File: src/sv/i2c_seq_pkg.sv
`default_nettype none

package i2c_seq_pkg;

    // Write byte store
    localparam int unsigned BUFFER_DEPTH = 256;
    localparam int unsigned BUF_AW = (BUFFER_DEPTH > 1) ? $clog2(BUFFER_DEPTH) : 1;

    // Input word kinds (carried on s_tuser)
    localparam logic [1:0] OP_BEGIN = 2'd0;
    localparam logic [1:0] OP_DONE  = 2'd1;
    localparam logic [1:0] OP_TICK  = 2'd2;
    localparam logic [1:0] OP_LOAD  = 2'd3;

    // Result word kinds (carried on m_tuser)
    localparam logic [2:0] ACT_START    = 3'd0;
    localparam logic [2:0] ACT_SEND     = 3'd1;
    localparam logic [2:0] ACT_RX_ACK   = 3'd2;
    localparam logic [2:0] ACT_RX_NACK  = 3'd3;
    localparam logic [2:0] ACT_STOP     = 3'd4;
    localparam logic [2:0] ACT_RECEIVED = 3'd5;
    localparam logic [2:0] ACT_FINISHED = 3'd6;

    // Result codes
    localparam logic [3:0] RC_OK         = 4'd0;
    localparam logic [3:0] RC_START_ERR  = 4'd7;
    localparam logic [3:0] RC_ADDRW_ERR  = 4'd8;
    localparam logic [3:0] RC_DATATX_ERR = 4'd9;
    localparam logic [3:0] RC_ADDRR_ERR  = 4'd10;

    // Engine status codes
    localparam logic [7:0] ST_MASK     = 8'hF8;
    localparam logic [7:0] ST_START    = 8'h08;
    localparam logic [7:0] ST_RPTSTART = 8'h10;
    localparam logic [7:0] ST_ADDRW    = 8'h18;
    localparam logic [7:0] ST_DATATX   = 8'h28;
    localparam logic [7:0] ST_ADDRR    = 8'h40;
    localparam logic [7:0] ST_DATARX   = 8'h50;

    // Result queue
    localparam int unsigned RQ_DEPTH = 4;
    localparam int unsigned RQ_AW    = 2;

    // One record per accepted word that yields results: up to two leading words,
    // then an optional stop and finished pair.
    typedef struct packed {
        logic [1:0] lead_cnt;
        logic [2:0] lead0_act;
        logic [7:0] lead0_data;
        logic [2:0] lead1_act;
        logic       fin;
        logic [3:0] fin_code;
        logic [7:0] fin_count;
        logic [7:0] fin_raw;
    } rec_t;

endpackage

`default_nettype wire

File: src/sv/i2c_master_transaction_sequencer.sv
// Runs one I2C write-then-read transaction over a byte-level bus engine. Input
// words (begin, engine completion, millisecond tick, write byte load) are taken
// one per clock while the four-record result queue has room; each word yields
// zero to three result words, which leave on the master side at one per clock
// while m_tready is high. The write bytes sit in a 256 x 8 memory with a
// registered read port: the byte to send next is fetched ahead into the read
// register, and a load to that entry is bypassed into the read register. The
// memory is not cleared after reset; only loaded entries may be sent.
`default_nettype none

module i2c_master_transaction_sequencer (
    input  wire         aclk,
    input  wire         aresetn,
    input  wire         s_tvalid,
    output logic        s_tready,
    // tdata: target_address[6:0], write_count[14:7], read_count[22:15],
    // timeout_limit[38:23], bus_status[46:39], read_byte[54:47],
    // load_index[62:55], load_byte[70:63], zero[71]
    input  wire  [71:0] s_tdata,
    // tuser: opcode[1:0]
    input  wire  [1:0]  s_tuser,
    output logic        m_tvalid,
    input  wire         m_tready,
    // tdata: data_byte[7:0], result_code[11:8], received_count[19:12],
    // raw_status[27:20], zero[31:28]
    output logic [31:0] m_tdata,
    // tuser: action[2:0]
    output logic [2:0]  m_tuser,
    output logic        m_tlast
);
    import i2c_seq_pkg::*;

    localparam logic [2:0] PH_IDLE     = 3'd0;
    localparam logic [2:0] PH_START    = 3'd1;
    localparam logic [2:0] PH_ADDRW    = 3'd2;
    localparam logic [2:0] PH_DATATX   = 3'd3;
    localparam logic [2:0] PH_RPTSTART = 3'd4;
    localparam logic [2:0] PH_ADDRR    = 3'd5;
    localparam logic [2:0] PH_DATARX   = 3'd6;

    logic [6:0]  in_addr;
    logic [7:0]  in_wcount, in_rcount, in_status, in_rbyte, in_lidx, in_lbyte;
    logic [15:0] in_timeout;

    assign in_addr    = s_tdata[6:0];
    assign in_wcount  = s_tdata[14:7];
    assign in_rcount  = s_tdata[22:15];
    assign in_timeout = s_tdata[38:23];
    assign in_status  = s_tdata[46:39];
    assign in_rbyte   = s_tdata[54:47];
    assign in_lidx    = s_tdata[62:55];
    assign in_lbyte   = s_tdata[70:63];

    logic [2:0]  phase_reg, phase_next;
    logic [7:0]  wpos_reg, wpos_next;
    logic [7:0]  rpos_reg, rpos_next;
    logic [7:0]  wtotal_reg, wtotal_next;
    logic [7:0]  rtotal_reg, rtotal_next;
    logic [6:0]  addr_reg, addr_next;
    logic [15:0] tleft_reg, tleft_next;
    logic [7:0]  status_reg, status_next;

    logic [7:0]  wbuf_mem [BUFFER_DEPTH];
    logic [7:0]  wbuf_rdata_reg;
    logic [7:0]  fetch_pos;
    logic        load_we;
    logic [7:0]  send_byte;

    rec_t        rec_q [RQ_DEPTH];
    rec_t        rec, head;
    logic [RQ_AW-1:0] wr_ptr_reg, rd_ptr_reg;
    logic [RQ_AW:0]   cnt_reg;
    logic [1:0]  sub_reg;
    logic        in_acc, push, pop, word_last;
    logic [7:0]  st_m;
    logic [7:0]  rp_inc;
    logic [2:0]  total;

    assign s_tready = (cnt_reg != RQ_AW'(0) + (RQ_AW+1)'(RQ_DEPTH));
    assign in_acc   = s_tvalid && s_tready;
    assign st_m     = in_status & ST_MASK;
    assign rp_inc   = rpos_reg + 8'd1;
    assign load_we  = in_acc && (s_tuser == OP_LOAD)
                      && ({1'b0, in_lidx} < 9'(BUFFER_DEPTH));

    // The entry held in the read register is the byte the next send needs.
    assign send_byte = ({1'b0, wpos_reg} + ((phase_reg == PH_DATATX) ? 9'd1 : 9'd0)
                        < 9'(BUFFER_DEPTH)) ? wbuf_rdata_reg : 8'h00;

    always_comb begin
        phase_next  = phase_reg;
        wpos_next   = wpos_reg;
        rpos_next   = rpos_reg;
        wtotal_next = wtotal_reg;
        rtotal_next = rtotal_reg;
        addr_next   = addr_reg;
        tleft_next  = tleft_reg;
        status_next = status_reg;
        rec         = '0;
        if (in_acc) begin
            case (s_tuser)
                OP_BEGIN: begin
                    if (phase_reg == PH_IDLE) begin
                        addr_next     = in_addr;
                        wtotal_next   = in_wcount;
                        rtotal_next   = in_rcount;
                        tleft_next    = in_timeout;
                        wpos_next     = 8'd0;
                        rpos_next     = 8'd0;
                        status_next   = 8'd0;
                        phase_next    = PH_START;
                        rec.lead_cnt  = 2'd1;
                        rec.lead0_act = ACT_START;
                    end
                end
                OP_DONE: begin
                    if (phase_reg != PH_IDLE) begin
                        status_next = in_status;
                        case (phase_reg)
                            PH_START: begin
                                if (st_m != ST_START) begin
                                    rec.fin = 1'b1;
                                    rec.fin_code = RC_START_ERR;
                                end else if (wtotal_reg != 8'd0) begin
                                    phase_next     = PH_ADDRW;
                                    rec.lead_cnt   = 2'd1;
                                    rec.lead0_act  = ACT_SEND;
                                    rec.lead0_data = {addr_reg, 1'b0};
                                end else if (rtotal_reg != 8'd0) begin
                                    phase_next     = PH_ADDRR;
                                    rec.lead_cnt   = 2'd1;
                                    rec.lead0_act  = ACT_SEND;
                                    rec.lead0_data = {addr_reg, 1'b1};
                                end else begin
                                    rec.fin = 1'b1;
                                end
                            end
                            PH_ADDRW: begin
                                if (st_m != ST_ADDRW) begin
                                    rec.fin = 1'b1;
                                    rec.fin_code = RC_ADDRW_ERR;
                                end else begin
                                    phase_next     = PH_DATATX;
                                    rec.lead_cnt   = 2'd1;
                                    rec.lead0_act  = ACT_SEND;
                                    rec.lead0_data = send_byte;
                                end
                            end
                            PH_DATATX: begin
                                if (st_m != ST_DATATX) begin
                                    rec.fin = 1'b1;
                                    rec.fin_code = RC_DATATX_ERR;
                                end else begin
                                    wpos_next = wpos_reg + 8'd1;
                                    if (wpos_next != 8'd0 && wpos_next < wtotal_reg) begin
                                        rec.lead_cnt   = 2'd1;
                                        rec.lead0_act  = ACT_SEND;
                                        rec.lead0_data = send_byte;
                                    end else if (rtotal_reg != 8'd0) begin
                                        phase_next    = PH_RPTSTART;
                                        rec.lead_cnt  = 2'd1;
                                        rec.lead0_act = ACT_START;
                                    end else begin
                                        rec.fin = 1'b1;
                                    end
                                end
                            end
                            PH_RPTSTART: begin
                                if (st_m != ST_RPTSTART) begin
                                    rec.fin = 1'b1;
                                    rec.fin_code = RC_START_ERR;
                                end else begin
                                    phase_next     = PH_ADDRR;
                                    rec.lead_cnt   = 2'd1;
                                    rec.lead0_act  = ACT_SEND;
                                    rec.lead0_data = {addr_reg, 1'b1};
                                end
                            end
                            PH_ADDRR: begin
                                if (st_m != ST_ADDRR) begin
                                    rec.fin = 1'b1;
                                    rec.fin_code = RC_ADDRR_ERR;
                                end else begin
                                    phase_next    = PH_DATARX;
                                    rec.lead_cnt  = 2'd1;
                                    rec.lead0_act = ({1'b0, rpos_reg} + 9'd1 >= {1'b0, rtotal_reg})
                                                    ? ACT_RX_NACK : ACT_RX_ACK;
                                end
                            end
                            PH_DATARX: begin
                                rec.lead0_act  = ACT_RECEIVED;
                                rec.lead0_data = in_rbyte;
                                rpos_next      = rp_inc;
                                if (st_m != ST_DATARX || rp_inc >= rtotal_reg) begin
                                    rec.lead_cnt = 2'd1;
                                    rec.fin      = 1'b1;
                                end else begin
                                    rec.lead_cnt  = 2'd2;
                                    rec.lead1_act = ({1'b0, rp_inc} + 9'd1 >= {1'b0, rtotal_reg})
                                                    ? ACT_RX_NACK : ACT_RX_ACK;
                                end
                            end
                            default: begin
                            end
                        endcase
                    end
                end
                OP_TICK: begin
                    if (phase_reg != PH_IDLE) begin
                        if (tleft_reg <= 16'd1) begin
                            tleft_next   = 16'd0;
                            rec.fin      = 1'b1;
                            rec.fin_code = {1'b0, phase_reg};
                        end else begin
                            tleft_next = tleft_reg - 16'd1;
                        end
                    end
                end
                default: begin
                end
            endcase
        end
        if (rec.fin) begin
            phase_next    = PH_IDLE;
            rec.fin_count = rpos_next;
            rec.fin_raw   = (rec.fin_code != RC_OK) ? status_next : 8'd0;
        end
    end

    // Fetch address follows the next state so that the read register always
    // holds the byte the following send would use.
    assign fetch_pos = wpos_next + ((phase_next == PH_DATATX) ? 8'd1 : 8'd0);

    always_ff @(posedge aclk) begin
        if (load_we) begin
            wbuf_mem[in_lidx[BUF_AW-1:0]] <= in_lbyte;
        end
        if (load_we && in_lidx == fetch_pos) begin
            wbuf_rdata_reg <= in_lbyte;
        end else begin
            wbuf_rdata_reg <= wbuf_mem[fetch_pos[BUF_AW-1:0]];
        end
    end

    always_ff @(posedge aclk) begin
        if (!aresetn) begin
            phase_reg  <= PH_IDLE;
            wpos_reg   <= 8'd0;
            rpos_reg   <= 8'd0;
            wtotal_reg <= 8'd0;
            rtotal_reg <= 8'd0;
            addr_reg   <= 7'd0;
            tleft_reg  <= 16'd0;
            status_reg <= 8'd0;
        end else begin
            phase_reg  <= phase_next;
            wpos_reg   <= wpos_next;
            rpos_reg   <= rpos_next;
            wtotal_reg <= wtotal_next;
            rtotal_reg <= rtotal_next;
            addr_reg   <= addr_next;
            tleft_reg  <= tleft_next;
            status_reg <= status_next;
        end
    end

    // Result queue and word expansion
    assign push = in_acc && (rec.lead_cnt != 2'd0 || rec.fin);
    assign head = rec_q[rd_ptr_reg];
    assign total = {1'b0, head.lead_cnt} + (head.fin ? 3'd2 : 3'd0);
    assign word_last = ({1'b0, sub_reg} + 3'd1 == total);
    assign m_tvalid = (cnt_reg != '0);
    assign pop = m_tvalid && m_tready && word_last;
    assign m_tlast = word_last;

    always_comb begin
        m_tuser = ACT_FINISHED;
        m_tdata = '0;
        if (sub_reg < head.lead_cnt) begin
            if (sub_reg == 2'd0) begin
                m_tuser      = head.lead0_act;
                m_tdata[7:0] = head.lead0_data;
            end else begin
                m_tuser = head.lead1_act;
            end
        end else if (sub_reg == head.lead_cnt) begin
            m_tuser = ACT_STOP;
        end else begin
            m_tdata[11:8]  = head.fin_code;
            m_tdata[19:12] = head.fin_count;
            m_tdata[27:20] = head.fin_raw;
        end
    end

    always_ff @(posedge aclk) begin
        if (push) begin
            rec_q[wr_ptr_reg] <= rec;
        end
    end

    always_ff @(posedge aclk) begin
        if (!aresetn) begin
            wr_ptr_reg <= '0;
            rd_ptr_reg <= '0;
            cnt_reg    <= '0;
            sub_reg    <= 2'd0;
        end else begin
            if (push) begin
                wr_ptr_reg <= wr_ptr_reg + RQ_AW'(1);
            end
            if (m_tvalid && m_tready) begin
                if (word_last) begin
                    rd_ptr_reg <= rd_ptr_reg + RQ_AW'(1);
                    sub_reg    <= 2'd0;
                end else begin
                    sub_reg <= sub_reg + 2'd1;
                end
            end
            cnt_reg <= cnt_reg + (RQ_AW+1)'(push) - (RQ_AW+1)'(pop);
        end
    end

endmodule

`default_nettype wire

File: config.mk
export PLATFORM = sky130hd
export DESIGN_NAME = i2c_master_transaction_sequencer
export DESIGN_NICKNAME = d
export VERILOG_FILES = /design/src/sv/i2c_seq_pkg.sv /design/src/sv/i2c_master_transaction_sequencer.sv
export SDC_FILE = /design/constraint.sdc
export NUM_CORES = 2
export LEC_CHECK = 0
export BUFFER_PORTS_ARGS = -buffer_cell sky130_fd_sc_hd__buf_4
export CAP_MARGIN = 10
export CORE_MARGIN = 2
export CORE_UTILIZATION = 50
export DETAILED_ROUTE_END_ITERATION = 10
export GPL_TIMING_DRIVEN = 0
export PLACE_DENSITY_LB_ADDON = 0.2
export SYNTH_ARGS = -nofsm -noshare
export SYNTH_HDL_FRONTEND = slang
export SYNTH_SLANG_ARGS = --single-unit
File: constraint.sdc
create_clock -name aclk -period 7.3 [get_ports aclk]
set_input_delay 1.46 -clock aclk [delete_from_list [all_inputs] [get_ports aclk]]
set_output_delay 1.46 -clock aclk [all_outputs]
set_load 0.005 [all_outputs]
==> impl_results.md <==
* Status: finished, violations left
* Failing checks: max-capacitance violations, max-slew violations
* CP top delay family: buffers and inverters
* WHS at ~460 ps
* Starting Density at 50.43%
* Core Area at 0.1788 sq mm
* Share of the synthesized area in the top cell type at between 70% and 80%
* Synth Area in Compound Gates at between 3 and 4%
* Count of hold-fix buffers inserted at cts at 0
* CP endpoint kind: register
* WL per Instance at ~35 um
* Power density over the cells at approximately 260 mW/mm^2
* XOR/XNOR Fraction of Synth Area at less than 1%
* Die area at 0.1837 sq mm
* Sw frac at a little over a fifth
* Reg area at 0.06752 sq mm
* Commonest cells in the netlist: edfxtp_1 (2192), mux4_2 (554), nor2_1 (382), nand2_1 (182), clkbuf_1 (144)
* Vias in the first global route at around 47k
* Hold Path Depth at 2
* Sw Pwr at about 0.0054 W
* Initial DRC count at approximately 6.6k
* Gpl congestion at 0.9904
* Placed cell area at approximately 0.095 sq mm
* Mean Syn Cell Area at between 15 and 20 sq um
* Max incr delay on CP at about 950 ps
* IO Count at approximately 120
* Half-perimeter wire length after placement at roughly 180000 um
* CP Buf/Inv Count at 4
* Minimum clock period at approximately 6400 ps
* Nets@finish at 5073
* Count leader, synth: edfxtp_1
* Worst vdd ir at 0.0002504 V
* Critical path class: register to register
* Unrepaired setup endpoints after global routing: no
* Slew Limit Fails at 22
* Reg2Reg Depth at 11
* Combinational share of power at 1.8%
* Die Wd at around 430 um
* Clk root buf: clkbuf_16
* Pint at between 0.02 and 0.025 W
* Hold Vio Cnt, Final at 0
* Clk pwr share at 43.2%
* Worst Path Required at around 8000 ps
* Setup Buffers After CTS at 0
* Fill count at approximately 13k
* DRC violations left at 0
* Initial antenna violation count at 8
* Sequential power share at a little over half
* Yosys warnings at 0
* Setup TNS at 0 ps
* CTS Sinks at between 2k and 2.5k
* Worst-path cell chain: clkbuf_1, clkbuf_1, buf_1, nand2_1, clkbuf_1, a211oi_1, a21oi_1, o2111ai_1, o41ai_1, a21oi_1, nand3_1
* Pleak at 31.30 nW
* Remaining Overflow, GRT at 0
* Mapped Cells at 4578
* Synthesized area at 0.09017 sq mm
* Max Root-Sink Buffers at 3
* Max Clock Skew at 44.55 ps
* Number of max-cap violations at 2
* Fmax at roughly 0.16 GHz
* Hold Path Origin: addr_reg[2]$_SDFFE_PN0P_
* Count of different cell masters after synthesis at 73
* Synth async-reset ratio at 0%
* Max FFs per register at about 2.0k
* Clock transition at the registers of the reported paths at roughly 60 ps
* Via count at ~48k
* TritonCTS Buffers at around 230
* CTS tree: done
* Area of the multi-input gates at about 0.021 sq mm
* Global-route wire length before repair at roughly 360000 um
* Min-Delay Path Class: register to register
* Post-CTS Resized at 0
* Ys flop type: edfxtp_1
* R2R Setup Slk at 940 ps
* Ranking of synthesized cells by area: edfxtp_1 (73%), mux4_2 (14%), dfxtp_1 (1.9%)
* Chip height at ~430 um
* Fin crit share at between 80 and 90%
* Multiplexer share of the synthesized area at between 10% and 20%
* Drt pass-1 iters at 7
* Post-synth EDFFs at approximately 2.2k
* Data arrival, critical path at 6840 ps
* GRT Total Usage at about 28%
* H-tree Lvls at 4
* DRT antenna net count at 0
* Std-Cell Rows at about 160
* I/O Buffers at 109
* Area growth syn-to-layout at 12.94%
* Slew HR at -2.419%
* Area share of fa/ha/maj cells after synthesis at 0.6605%
* Post-synthesis sequential area ratio at roughly three quarters
* Proportion of layout cells with a drive suffix above 1 at around 22%
* Largest net degree at the start of global routing at around 150
* Crit Reg-Reg Endpoint: rec_q[0][29]$_DFFE_PP_
* Worst path slowest cell: clkbuf_1
* Largest family of logic cells by synthesized area: multiplexers
* Crit path max fanout at 10
* Most frequent CP cell: clkbuf_1
* Avg Vias per Cell at about 6.5
* Synth area leader: edfxtp_1
* Synthesis-stage register bit count at 2277
* Final setup vio count at 0
* Fin area at 0.1018 sq mm
* WL final at 258600 um
* Hold Crit Endpoint: addr_reg[2]$_SDFFE_PN0P_
* CP startpoint kind: register
* Least-Margin Pin Slew at between 1500 and 2000 ps
* Synth Area in Simple Gates at under 10%
* Worst skew pair latency at ~890 ps
==> layout make-up <==
type | instances | share of cell area [%]
buffer | 267 | 1.210
multi-input combinational | 1990 | 20.90
tap | 2355 | 2.893
inverter | 47 | 0.1732
sequential | 2277 | 66.31
clock inverter | 147 | 1.256
clock buffer | 269 | 5.777
timing repair buffer | 140 | 1.480
antenna | 3 | 0.007372
==> worst max-delay path by stage <==
stage,start,end,slack (ps),cells past startpoint
6_report,register,rec_q[0][29]$_DFFE_PP_,940,11
5_1_grt,register,rec_q[1][29]$_DFFE_PP_,1060,12
4_1_cts,register,rec_q[1][26]$_DFFE_PP_,1500,12
3_5_place_dp,register,rec_q[1][29]$_DFFE_PP_,1540,12
3_3_place_gp,s_tuser[0],rec_q[1][8]$_DFFE_PP_,390,9
2_1_floorplan,s_tdata[42],rec_q[0][0]$_DFFE_PP_,2420,8
==> power by group through the flow <==
stage          Sequential, W  Combinational [W]  Clock (W)
2_1_floorplan         0.0146           0.000140          0
3_3_place_gp          0.0146           0.000428          0
3_5_place_dp          0.0146           0.000472          0
4_1_cts               0.0143           0.000471     0.0113
5_1_grt               0.0143           0.000510     0.0119
6_report              0.0143           0.000480     0.0113
==> routing by layer <==
layer | vias up | wire [um] | track usage [%]
met5 | - | 18 | 0
met3 | 525 | 25240 | 6.109
li1 | 19573 | - | -
met2 | 2770 | 120300 | 43.35
met1 | 25538 | 99780 | 38.45
met4 | 2 | 13350 | 13.26
==> kinds of logic after synthesis <==
kind of cell	after synthesis
adders and majority gates	47
buffers and inverters	314
DFF	2277
other	1
xor gates and xnor gates	31
muxes	666
and+or+nand+nor	785
AOI/OAI and AO/OA	457
==> through the flow <==
step | setup slack [ps] | util, % | cells | power [W]
floorplan | 2416 | - | 4581 | 0.01474
global route | 1063 | 56.95 | 7495 | 0.02668
CTS | 1495 | 56.91 | 7487 | 0.02614
finish | 936.0 | 56.95 | 7495 | 0.02607
global placement | 394.6 | 52.54 | 7045 | 0.01505
detailed placement | 1545 | 52.90 | 7071 | 0.01507
==> worst min-delay path, cell delays in order (launching register included) <==
cell and delay, ps:
dfxtp_1 310, nand2_1 50, a21oi_1 60
==> placed cells by master, fill, tap and decap left out, types with 41 or more instances in the layout <==
cell,instances
nor2_1,382
dfxtp_1,85
and3_1,43
mux2i_1,91
buf_2,65
clkinv_1,61
a211oi_1,41
o21ai_0,41
clkinv_2,47
clkbuf_16,228
clkbuf_1,180
edfxtp_1,2192
a22o_1,43
mux4_2,554
nand2_1,182
a22oi_1,61
ha_1,46
inv_1,44
o22ai_1,43
a21oi_1,84
buf_4,135
Power figures use the tool's default switching activity.
